[config.mk]
export PLATFORM = sky130hd
export DESIGN_NAME = key_matrix_scan_hid_report
export DESIGN_NICKNAME = d
export VERILOG_FILES = /design/src/rtl/core/kms_pkg.sv /design/src/rtl/core/key_matrix_scan_hid_report.sv /design/src/rtl/core/kms_slot_fill.sv
export VERILOG_INCLUDE_DIRS = /design/src /design/src/rtl/core
export SDC_FILE = /design/constraint.sdc
export NUM_CORES = 2
export LEC_CHECK = 0
export BUFFER_PORTS_ARGS = -buffer_cell sky130_fd_sc_hd__buf_4
export CAP_MARGIN = 40
export CORE_UTILIZATION = 30
export CTS_BUF_LIST = sky130_fd_sc_hd__clkbuf_16
export CTS_CLUSTER_DIAMETER = 60
export CTS_CLUSTER_SIZE = 28
export DETAILED_ROUTE_END_ITERATION = 12
export HOLD_SLACK_MARGIN = 0.1
export PLACE_DENSITY = 0.55
export SETUP_SLACK_MARGIN = 0.05
export SLEW_MARGIN = 20
export SYNTH_ARGS = -nofsm -noshare
export SYNTH_HDL_FRONTEND = slang
export SYNTH_HIERARCHICAL = 1
export SYNTH_SLANG_ARGS = --single-unit
[constraint.sdc]
create_clock -name clk -period 8.6 [get_ports clk]
set_input_delay 1.29 -clock clk [delete_from_list [all_inputs] [get_ports clk]]
set_output_delay 1.29 -clock clk [all_outputs]
set_load 0.1 [all_outputs]
[src/rtl/core/assert_macros.svh]
// Assertion helpers; clk and rst must be in scope where these are used.
`ifndef ASSERT_MACROS_SVH
`define ASSERT_MACROS_SVH

// Checked only out of reset.
`define KMS_ASSERT(label, prop) \
  label: assert property (@(posedge clk) disable iff (rst) prop) \
    else $error("assertion failed");

// Checked at every edge, reset included.
`define KMS_ASSERT_ALWAYS(label, prop) \
  label: assert property (@(posedge clk) prop) else $error("assertion failed");

`endif

[src/rtl/core/kms_pkg.sv]
`timescale 1ns / 1ps

package kms_pkg;

  localparam int OUT_SLOTS = 6;

  localparam logic [7:0] MOD_FIRST = 8'hE0;
  localparam logic [7:0] MOD_LAST  = 8'hE7;

  typedef enum logic {
    OP_LOAD = 1'b0,
    OP_SCAN = 1'b1
  } op_t;

  typedef enum logic {
    REG_LAYER_KEY_LOW  = 1'b0,
    REG_LAYER_KEY_HIGH = 1'b1
  } reg_index_t;

  typedef struct packed {
    op_t        op;
    logic [3:0] column;
    logic [3:0] row_levels;
    logic [1:0] layer;
    logic [5:0] key_index;
    logic [7:0] code;
  } scan_item_t;

  typedef struct packed {
    logic [7:0] modifiers;
    logic [7:0] slot0;
    logic [7:0] slot1;
    logic [7:0] slot2;
    logic [7:0] slot3;
    logic [7:0] slot4;
    logic [7:0] slot5;
    logic [5:0] change_count;
  } hid_report_t;

  // One key of the report walk, as it comes out of the memories.
  typedef struct packed {
    logic       valid;
    logic       pressed;
    logic [7:0] base;
    logic [7:0] code;
  } key_event_t;

  typedef logic [OUT_SLOTS-1:0][7:0] slot_array_t;

endpackage

[src/rtl/core/key_matrix_scan_hid_report.sv]
`timescale 1ns / 1ps
// Channel  Direction  Handshake             Payload
// in       input      in_valid / in_stall    kms_pkg::scan_item_t in_data
// out      output     out_valid / out_stall  kms_pkg::hid_report_t out_data
// cfg      input      cfg_valid / cfg_ready  cfg_index, cfg_data
//
// A load is written in place; a column scan reads the pressed map, then writes it back.
// The last column, if any key changed, adds a report walk: one pressed
// map read per column to find the layer keys, then one code table read per key.
// Reset clears the pressed map valid bits, change counter, state and config registers; code tables are not cleared.
// A finished report waits only if the previous one is still held by out_stall.

module key_matrix_scan_hid_report #(
  parameter int ROWS         = 4,
  parameter int COLS         = 14,
  parameter int LAYERS       = 4,
  parameter int REPORT_SLOTS = 6
) (
  input  logic                 clk,
  input  logic                 rst,
  input  logic                 in_valid,
  output logic                 in_stall,
  input  kms_pkg::scan_item_t  in_data,
  output logic                 out_valid,
  input  logic                 out_stall,
  output kms_pkg::hid_report_t out_data,
  input  logic                 cfg_valid,
  output logic                 cfg_ready,
  input  kms_pkg::reg_index_t  cfg_index,
  input  logic [5:0]           cfg_data
);

  `include "assert_macros.svh"

  localparam int KEYS    = ROWS * COLS;
  localparam int ENTRIES = LAYERS * KEYS;
  localparam int ROW_W   = (ROWS > 1) ? $clog2(ROWS) : 1;
  localparam int COL_W   = (COLS > 1) ? $clog2(COLS) : 1;
  localparam int KEY_W   = (KEYS > 1) ? $clog2(KEYS) : 1;
  localparam int CODE_W  = (ENTRIES > 1) ? $clog2(ENTRIES) : 1;
  localparam int CMP_W   = KEY_W + 8;

  typedef enum logic [2:0] {
    ST_IDLE,
    ST_SCAN,
    ST_LAYER,
    ST_WALK,
    ST_FINISH
  } state_t;

  state_t state;

  logic [5:0]       layer_key_low;
  logic [5:0]       layer_key_high;
  logic [5:0]       scan_changes;
  logic [COL_W-1:0] scan_col;
  logic [3:0]       scan_levels;
  logic [COL_W-1:0] col_cnt;
  logic [ROW_W-1:0] row_cnt;
  logic [KEY_W-1:0] key_cnt;
  logic             iss_done;
  logic             p_valid;
  logic [KEY_W-1:0] p_base;
  logic [ROW_W-1:0] p_row;
  logic             lk_lo;
  logic             lk_hi;
  logic [1:0]       layer_sel;

  // pressed map, one row word per column
  logic [ROWS-1:0]  pressed_mem [COLS];
  logic [COLS-1:0]  col_valid;
  logic [ROWS-1:0]  pressed_rd;
  logic             pressed_ok;

  // layer-0 codes are kept twice so the walk reads base and active code together
  logic [7:0]       base_mem [KEYS];
  logic [7:0]       code_mem [ENTRIES];
  logic [7:0]       base_rd;
  logic [7:0]       code_rd;

  logic              accept;
  logic              load_ok;
  logic              scan_go;
  logic [COL_W-1:0]  pressed_addr;
  logic [CODE_W-1:0] load_addr;
  logic [CODE_W-1:0] code_addr;
  logic [ROWS-1:0]   pdata;
  logic [15:0]       levels_ext;
  logic [ROWS-1:0]   scan_now;
  logic [4:0]        flips;
  logic [6:0]        change_sum;
  logic [5:0]        changes_next;
  logic              last_col;
  logic [CMP_W-1:0]  lo_off;
  logic [CMP_W-1:0]  hi_off;
  logic              lo_hit;
  logic              hi_hit;
  logic [ROWS-1:0]   lo_shift;
  logic [ROWS-1:0]   hi_shift;
  logic [1:0]        layer_raw;
  logic [1:0]        layer_pick;
  logic              slot_clear;
  logic              finish_go;

  kms_pkg::key_event_t  ev;
  logic [7:0]           fill_mods;
  kms_pkg::slot_array_t fill_slots;

  assign in_stall  = (state != ST_IDLE);
  assign cfg_ready = 1'b1;

  always_comb begin
    accept  = in_valid && !in_stall;
    load_ok = accept && (in_data.op == kms_pkg::OP_LOAD) &&
              (32'(in_data.layer) < LAYERS) && (32'(in_data.key_index) < KEYS);
    scan_go = accept && (in_data.op == kms_pkg::OP_SCAN) && (32'(in_data.column) < COLS);

    pressed_addr = (state == ST_IDLE) ? COL_W'(in_data.column) : col_cnt;
    load_addr    = CODE_W'(CODE_W'(in_data.layer) * CODE_W'(KEYS)) +
                   CODE_W'(in_data.key_index);
    code_addr    = CODE_W'(CODE_W'(layer_sel) * CODE_W'(KEYS)) + CODE_W'(key_cnt);

    pdata = pressed_ok ? pressed_rd : '0;

    // rows above the level field read as released
    levels_ext = {12'hFFF, scan_levels};
    for (int r = 0; r < ROWS; r++) begin
      scan_now[r] = ~levels_ext[r];
    end
    flips        = 5'($countones(pdata ^ scan_now));
    change_sum   = 7'(scan_changes) + 7'(flips);
    changes_next = (change_sum > 7'd63) ? 6'd63 : change_sum[5:0];
    last_col     = (scan_col == COL_W'(COLS - 1));

    // layer key lookup against the column whose first key index is p_base
    lo_off   = CMP_W'(layer_key_low) - CMP_W'(p_base);
    hi_off   = CMP_W'(layer_key_high) - CMP_W'(p_base);
    lo_hit   = (CMP_W'(layer_key_low) >= CMP_W'(p_base)) && (lo_off < CMP_W'(ROWS));
    hi_hit   = (CMP_W'(layer_key_high) >= CMP_W'(p_base)) && (hi_off < CMP_W'(ROWS));
    lo_shift = pdata >> lo_off;
    hi_shift = pdata >> hi_off;

    layer_raw  = {lk_hi, lk_lo};
    layer_pick = (32'(layer_raw) < LAYERS) ? layer_raw : 2'd0;

    slot_clear = (state == ST_LAYER) && iss_done && !p_valid;
    finish_go  = (state == ST_FINISH) && (!out_valid || !out_stall);

    ev.valid   = p_valid && (state == ST_WALK);
    ev.pressed = pdata[p_row];
    ev.base    = base_rd;
    ev.code    = code_rd;
  end

  always_ff @(posedge clk) begin
    if (state == ST_SCAN) begin
      pressed_mem[scan_col] <= scan_now;
    end
    pressed_rd <= pressed_mem[pressed_addr];
    pressed_ok <= col_valid[pressed_addr];
  end

  always_ff @(posedge clk) begin
    if (rst) begin
      col_valid <= '0;
    end else if (state == ST_SCAN) begin
      col_valid[scan_col] <= 1'b1;
    end
  end

  always_ff @(posedge clk) begin
    if (load_ok) begin
      code_mem[load_addr] <= in_data.code;
      if (in_data.layer == 2'd0) begin
        base_mem[KEY_W'(in_data.key_index)] <= in_data.code;
      end
    end
    base_rd <= base_mem[key_cnt];
    code_rd <= code_mem[code_addr];
  end

  kms_slot_fill #(
    .REPORT_SLOTS(REPORT_SLOTS)
  ) u_slot_fill (
    .clk      (clk),
    .rst      (rst),
    .clear    (slot_clear),
    .ev       (ev),
    .modifiers(fill_mods),
    .slots    (fill_slots)
  );

  always_ff @(posedge clk) begin
    if (rst) begin
      state          <= ST_IDLE;
      scan_changes   <= '0;
      out_valid      <= 1'b0;
      layer_key_low  <= 6'd0;
      layer_key_high <= 6'd1;
      iss_done       <= 1'b0;
      p_valid        <= 1'b0;
    end else begin
      if (cfg_valid && cfg_ready) begin
        case (cfg_index)
          kms_pkg::REG_LAYER_KEY_LOW:  layer_key_low  <= cfg_data;
          kms_pkg::REG_LAYER_KEY_HIGH: layer_key_high <= cfg_data;
          default: ;
        endcase
      end

      // a report leaving while the next one is ready is replaced in ST_FINISH
      if (out_valid && !out_stall && (state != ST_FINISH)) begin
        out_valid <= 1'b0;
      end

      case (state)
        ST_IDLE: begin
          if (scan_go) begin
            scan_col    <= COL_W'(in_data.column);
            scan_levels <= in_data.row_levels;
            state       <= ST_SCAN;
          end
        end

        ST_SCAN: begin
          scan_changes <= changes_next;
          if (last_col && (changes_next != 6'd0)) begin
            col_cnt  <= '0;
            key_cnt  <= '0;
            iss_done <= 1'b0;
            p_valid  <= 1'b0;
            lk_lo    <= 1'b0;
            lk_hi    <= 1'b0;
            state    <= ST_LAYER;
          end else begin
            state <= ST_IDLE;
          end
        end

        ST_LAYER: begin
          p_valid <= !iss_done;
          if (!iss_done) begin
            p_base  <= key_cnt;
            col_cnt <= col_cnt + COL_W'(1);
            key_cnt <= key_cnt + KEY_W'(ROWS);
            if (col_cnt == COL_W'(COLS - 1)) begin
              iss_done <= 1'b1;
            end
          end
          if (p_valid) begin
            if (lo_hit) begin
              lk_lo <= lo_shift[0];
            end
            if (hi_hit) begin
              lk_hi <= hi_shift[0];
            end
          end
          if (iss_done && !p_valid) begin
            layer_sel <= layer_pick;
            col_cnt   <= '0;
            row_cnt   <= '0;
            key_cnt   <= '0;
            iss_done  <= 1'b0;
            state     <= ST_WALK;
          end
        end

        ST_WALK: begin
          p_valid <= !iss_done;
          if (!iss_done) begin
            p_row   <= row_cnt;
            key_cnt <= key_cnt + KEY_W'(1);
            if (row_cnt == ROW_W'(ROWS - 1)) begin
              row_cnt <= '0;
              col_cnt <= col_cnt + COL_W'(1);
            end else begin
              row_cnt <= row_cnt + ROW_W'(1);
            end
            if (key_cnt == KEY_W'(KEYS - 1)) begin
              iss_done <= 1'b1;
            end
          end
          if (iss_done && !p_valid) begin
            state <= ST_FINISH;
          end
        end

        ST_FINISH: begin
          if (!out_valid || !out_stall) begin
            out_valid             <= 1'b1;
            out_data.modifiers    <= fill_mods;
            out_data.slot0        <= fill_slots[0];
            out_data.slot1        <= fill_slots[1];
            out_data.slot2        <= fill_slots[2];
            out_data.slot3        <= fill_slots[3];
            out_data.slot4        <= fill_slots[4];
            out_data.slot5        <= fill_slots[5];
            out_data.change_count <= scan_changes;
            scan_changes          <= '0;
            state                 <= ST_IDLE;
          end
        end

        default: state <= ST_IDLE;
      endcase
    end
  end

  `KMS_ASSERT(a_report_has_changes, out_valid |-> out_data.change_count != 6'd0)
  `KMS_ASSERT(a_scan_follows_accept, scan_go |=> state == ST_SCAN)
  `KMS_ASSERT(a_finish_clears, finish_go |=> out_valid && scan_changes == 6'd0 && state == ST_IDLE)
  `KMS_ASSERT(a_walk_drained, (state == ST_FINISH) |-> !p_valid)

endmodule

[src/rtl/core/kms_slot_fill.sv]
`timescale 1ns / 1ps

module kms_slot_fill #(
  parameter int REPORT_SLOTS = 6
) (
  input  logic                 clk,
  input  logic                 rst,
  input  logic                 clear,
  input  kms_pkg::key_event_t  ev,
  output logic [7:0]           modifiers,
  output kms_pkg::slot_array_t slots
);

  localparam int USED_W = $clog2(kms_pkg::OUT_SLOTS + 1);

  logic [USED_W-1:0] used;
  logic              is_mod;

  always_comb begin
    is_mod = ev.base inside {[kms_pkg::MOD_FIRST:kms_pkg::MOD_LAST]};
  end

  // Modifier keys are classified by their layer-0 code; the rest fill slots in key order.
  always_ff @(posedge clk) begin
    if (rst || clear) begin
      used      <= '0;
      modifiers <= '0;
      slots     <= '0;
    end else if (ev.valid && ev.pressed) begin
      if (is_mod) begin
        modifiers[ev.base[2:0]] <= 1'b1;
      end else if (32'(used) < REPORT_SLOTS) begin
        slots[used] <= ev.code;
        used        <= used + USED_W'(1);
      end
    end
  end

endmodule
* Yosys cells after proc, flatten, opt, wreduce, memory -nomap -nowiden *
Memories as Yosys holds them, arrays and structs flattened. A register that Yosys moved wholly into a read port is not among the register bits.
Cells that the tools add are included.

storage, ports and cells
  bits in registers = 192
  memories = 3
  output and inout bits = 65
  word-level logic and storage cells = 220
  bits of input ports = 37
  bits in writable memories = 2296

memory list
  memory       depth  bits a word  read ports  clocked after Yosys merged registers in  write ports  line                              source
  code_mem     224    8            1           1                                        1            key_matrix_scan_hid_report.sv:77  logic [7:0] code_mem [ENTRIES];
  base_mem     56     8            1           1                                        1            key_matrix_scan_hid_report.sv:76  logic [7:0] base_mem [KEYS];
  pressed_mem  14     4            1           1                                        1            key_matrix_scan_hid_report.sv:70  logic [ROWS-1:0] pressed_mem [COLS];

operators by class
  muxes and demuxes = 61
  shift operators = 2
  order comparisons = 18
  reductions and logical operators = 54
  multipliers = 2
  add/sub/neg operators = 13
  bitwise gates (word level) = 12
  eq/ne operators = 20

operators with widths
  cell                                                                      number
  48-bit bitwise mux                                                        1
  6-bit 2-to-1 mux                                                          6
  14-bit by 3-bit < comparator with 1-bit output (second input constant)    2
  4-bit 2-to-1 mux                                                          7
  4-bit by 14-bit >> shifter with 1-bit output                              2
  8-bit demux with 3-bit select                                             1
  1-bit 2-to-1 mux                                                          24
  1-bit logical AND                                                         19
  6-bit case mux with 3 select lines                                        1
  3-bit AND reduction                                                       6
  8-bit by 6-bit adder with 8-bit output                                    2
  3-bit case mux with 5 select lines                                        1
  5-bit AND reduction                                                       3
  14-bit OR                                                                 1
  6-bit by 6-bit subtractor with 7-bit output                               2
  6-bit >= comparator                                                       2
  3-bit 2-to-1 mux                                                          4
  4-bit case mux with 3 select lines                                        1
  6-bit case mux with 2 select lines                                        1
  2-bit AND reduction                                                       6
  4-bit by 5-bit < comparator with 1-bit output (second input constant)     2
  2-bit by 3-bit multiplier with 5-bit output (second input constant)       2
  2-bit by 1-bit inequality test with 1-bit output (second input constant)  5
  2-bit inequality test (second input constant)                             5
  other kinds (48)                                                          76

* Longest topological paths before layout *
  word-level depth = 11
  gate-level depth with buffers = 13
  depth with buffers taken out = 13

* Cells and area by module *
The synthesis kept the hierarchy.

modules (own cells, without submodules)
  module                      instances  cells each  area an instance (um^2)
  key_matrix_scan_hid_report  1          4850        96447.5
  kms_slot_fill               1          222         2344.7

* Worst setup path after synthesis *
No wires, ideal clock.

  path kind = input port to flip-flop
  start = in rst
  end = reg out_data[0] in the netlist's numbering (enable)
  setup slack = 1.969 ns
  arrival = 6.060 ns
  stages = 2
  library setup time = 0.571 ns
  required time = 8.029 ns
  cells stage by stage = clkbuf_1 > nor3b_1

between the ends
  cells in the longest elaborated chain, start to end = 2

RTL lines
  element                               line                              source
  start: declaration                    key_matrix_scan_hid_report.sv:20  input logic rst,
  1-bit inverter (no source line)       -
  3-bit AND reduction (no source line)  -
  end: declaration                      key_matrix_scan_hid_report.sv:26  output kms_pkg::hid_report_t out_data,

No other way between the ends.
A chain may end at the register's enable or synchronous reset.

* Worst setup path after layout *
  start = reg state[0]
  end = mem code_mem[133][1] (enable)

between the ends
  cells in the longest elaborated chain, start to end = 7

RTL lines
  element                                 line                               source
  start: declaration                      key_matrix_scan_hid_report.sv:51   state_t state;
  start signal: assignment                key_matrix_scan_hid_report.sv:195  state <= ST_IDLE;
  start signal: assignment                key_matrix_scan_hid_report.sv:221  state <= ST_SCAN;
  start signal: assignment                key_matrix_scan_hid_report.sv:234  state <= ST_LAYER;
  3-bit nonzero test                      key_matrix_scan_hid_report.sv:109  assign in_stall = (state != ST_IDLE);
  1-bit logical NOT                       key_matrix_scan_hid_report.sv:113  accept = in_valid && !in_stall;
  1-bit logical AND                       key_matrix_scan_hid_report.sv:113
  1-bit logical AND                       key_matrix_scan_hid_report.sv:114  load_ok = accept && (in_data.op == kms_pkg::OP_LOAD) &&
  1-bit logical AND                       key_matrix_scan_hid_report.sv:115  (32'(in_data.layer) < LAYERS) && (32'(in_data.key_index) < KEYS);
  1-bit 2-to-1 mux                        key_matrix_scan_hid_report.sv:172  if (load_ok) begin
  1-bit 2-to-1 mux (implied by the code)  key_matrix_scan_hid_report.sv:173  code_mem[load_addr] <= in_data.code;
  end: declaration                        key_matrix_scan_hid_report.sv:77

No other way between the ends.

==> results.sh <==
export IMPL_layout_worst_path_cycle_share=0.525
export IMPL_grtUsageMet3=0.0317
export IMPL_hold_class="reg2reg"
export IMPL_crit_path_start="state[0]"
export IMPL_top_usage_layer="met2"
export IMPL_syn_avg_cell_area_sq_um=19.5
export IMPL_ctsResizeCount=0
export IMPL_final_common_cell="edfxtp_1"
export IMPL_rsz0062_at_grt="no"
export IMPL_finalMaxSlewViolations=0
export IMPL_first_pass_iters=6
export IMPL_routed_wl_um=270000
export IMPL_synth_nets=5149
export IMPL_cts_sinks=2508
export IMPL_crit_type="reg2reg"
export IMPL_fp_dieH_um=576
export IMPL_synth_seq_cells=2508
export IMPL_post_cts_buffers=0
export IMPL_yosysWarnings=6
export IMPL_syn_cell_area_sq_um=98800
export IMPL_clkTransAtPathRegs_ps=90
export IMPL_cts_buffer_depth=4
export IMPL_cp_start_kind="register"
export IMPL_layout_nets=5277
export IMPL_grt_start_max_net_pins=153
export IMPL_postCtsHoldBufs=0
export IMPL_critical_path_slowest_cell="nand2_1"
export IMPL_setup_tns_ps=0
export IMPL_insertion_delay_ps=890
export IMPL_dieArea_sq_um=332000
export IMPL_maxCapViolCount=0
export IMPL_grt_use_total=0.159
export IMPL_drtAntennaViolNets=0
export IMPL_vias_per_cell=5.16
export IMPL_antenna_found_initial=11
export IMPL_globalRouteMet1Util=0.223
export IMPL_ff2ff_setup_slack_ps=4080
export IMPL_async_flop_share=0
export IMPL_hpwl_um=168000
export IMPL_arrival_ps=4980
export IMPL_worstMarginPinSlew_ps=1110
export IMPL_cp_cell_sequence="nor3_4 -> nand2_1 -> a311oi_1 -> nor2b_1 -> nand2_1 -> buf_4 -> nor2_1"
export IMPL_path_buf_inv=1
export IMPL_ios=102
export IMPL_cts_buffers=163
export IMPL_routabilityCongestion=0.844
export IMPL_start_util=0.302
export IMPL_synth_cell_types=90
export IMPL_maxSlewHeadroom=0.258
export IMPL_routedWlPerCell_um=27.9
export IMPL_timing_final_ws_setup_ps=4080
export IMPL_cp_top_family="simple AND/OR/NAND/NOR gates"
export IMPL_final_cell_mix="edfxtp_1 (2390), mux4_2 (447), nor2_1 (383)"
export IMPL_area_growth_pct=11.9
export IMPL_rows=210
export IMPL_drive_gt1_frac=0.193
export IMPL_critPathCaptureType="register"
export IMPL_synth_edf_count=2390
export IMPL_ir_worst_vdd_uv=148
export IMPL_overflow=0
export IMPL_power_leakage_uw=0.0346
export IMPL_worstPathRequired_ps=9060
export IMPL_synth_cells=5072
export IMPL_finalHoldViolCount=0
export IMPL_dpl_worst_slack_ps=3530
export IMPL_status="finished clean"
export IMPL_drc=0
export IMPL_power_density_nw_per_um2=206
export IMPL_crit_top_cell="nand2_1"
export IMPL_fillers=30800
export IMPL_route_vias_total=50000
export IMPL_synthFlopType="edfxtp_1"
export IMPL_io_buffers=100
export IMPL_htreeDepth=4
export IMPL_root_buffer="clkbuf_16"
export IMPL_drt_iter0_markers=6053
export IMPL_finalWorstPathRequiredPeriod_ps=4520
export IMPL_min_from="u_slot_fill/slots[21]"
export IMPL_dieWidth_um=576
export IMPL_crit_fanout=15
export IMPL_critPathMaxStageDelay_ps=710
export IMPL_setup_violations=0
export IMPL_tritoncts="yes"
export IMPL_worstReg2RegStart="state[0]"
export IMPL_fmax_mhz=221
export IMPL_fp_coreArea_sq_um=327000
export IMPL_grt_use_met2=0.253
export IMPL_grt_first_pass_wirelength_um=382000
export IMPL_ys_seq_area_frac=0.750
export IMPL_first_global_vias=49300
export IMPL_skew_ps=90.1
==> routing by layer <==
layer | wire length [um] | share of wire | vias to the layer above
met5 | 27 | 0.00010 | -
met4 | 7160 | 0.026 | 4
met3 | 22200 | 0.082 | 336
met2 | 126000 | 0.47 | 2238
met1 | 115000 | 0.42 | 26400
li1 | - | - | 21000
==> cell type report <==
type / count / area (sq um) / share of cell area
Antenna cell: 4 / 10.0 / 0.0000905
Clock buffer: 165 / 4130 / 0.0373
Clock inverter: 125 / 1720 / 0.0156
Inverter: 48 / 184 / 0.00166
Multi-Input combinational cell: 2229 / 22600 / 0.204
Sequential cell: 2508 / 74100 / 0.670
Tap cell: 4346 / 5440 / 0.0492
Timing Repair Buffer: 250 / 2390 / 0.0217
==> worst register-to-register path: cells and delay by family (launching register included) <==
family,cells,cell delay (ps)
AO/OA/AOI/OAI,1,460
buffers and inverters,1,520
flip-flops,1,460
AND/OR/NAND/NOR,5,2750
==> stage by stage <==
stage          hold WS (ps)   util  cell area, sq um  instances  total power [uW]
6_report                437  0.338            111000       9675             22800
5_1_grt                 450  0.338            111000       9672             23400
4_1_cts                 439  0.337            110000       9656             23000
3_5_place_dp            416  0.319            105000       9366             14400
3_3_place_gp            412  0.318            104000       9325             14400
2_1_floorplan           400      -             98800       5072             14000
==> where the power goes <==
part           internal, uW  switching [uW]  total, uW
Clock                  4030            4660       8680
Sequential            13400            23.4      13400
Combinational           198             560        758
==> Yosys cell counts, drive strengths merged (10+ instances only) <==
cell type | instances | area (sq um)
edfxtp | 2390 | 71800
mux4 | 479 | 10900
nor2 | 388 | 1460
mux2i | 348 | 3480
nand2 | 204 | 766
buf | 179 | 1590
dfxtp | 118 | 2360
clkbuf | 108 | 405
a21oi | 104 | 521
o221ai | 100 | 895
o21ai | 70 | 350
o22ai | 62 | 388
nand3 | 56 | 280
inv | 46 | 173
a211oi | 39 | 315
nor3 | 36 | 191
a22oi | 34 | 255
ha | 33 | 413
a31oi | 24 | 150
nor2b | 18 | 113
a221oi | 17 | 149
and3 | 13 | 82.6
nand4 | 13 | 81.3
xnor2 | 13 | 114
xor2 | 11 | 96.3
and2 | 10 | 63.8
nand2b | 10 | 62.6
==> logic make-up (layout without fill, tap and decap cells) <==
kind of cell | count (synthesis) | in the layout | share of synthesized area
mux | 832 | 832 | 0.146
xor+xnor | 24 | 24 | 0.00213
compound gates | 536 | 536 | 0.0385
buf+inv | 335 | 588 | 0.0220
other cells | 1 | 5 | 0.0000380
simple gates | 796 | 796 | 0.0350
flops | 2508 | 2508 | 0.750
fa+ha+maj | 40 | 40 | 0.00560
==> final timing paths <==
check | cells past startpoint | end
setup reg to reg | 7 | code_mem[133][1]
hold / removal | 0 | out_data[35]
setup / recovery | 7 | code_mem[133][1]
hold reg to reg | 0 | out_data[35]
==> state kept, by name (all words and copies together), names as in the netlist, 3 cells and up <==
| name | cells |
|---|---|
| scan_col | 4 |
| u_slot_fill/used | 3 |
| code_rd | 8 |
| scan_levels | 4 |
| out_data | 62 |
| code_mem | 1792 |
| scan_changes | 6 |
| u_slot_fill/slots | 48 |
| state | 3 |
| layer_key_low | 6 |
| base_rd | 8 |
| layer_key_high | 6 |
| base_mem | 448 |
| key_cnt | 6 |
| col_valid | 14 |
| pressed_mem | 56 |
| col_cnt | 4 |
| u_slot_fill/modifiers | 8 |
| pressed_rd | 4 |
| p_base | 6 |
No activity file was read; power rests on OpenSTA's default activity.
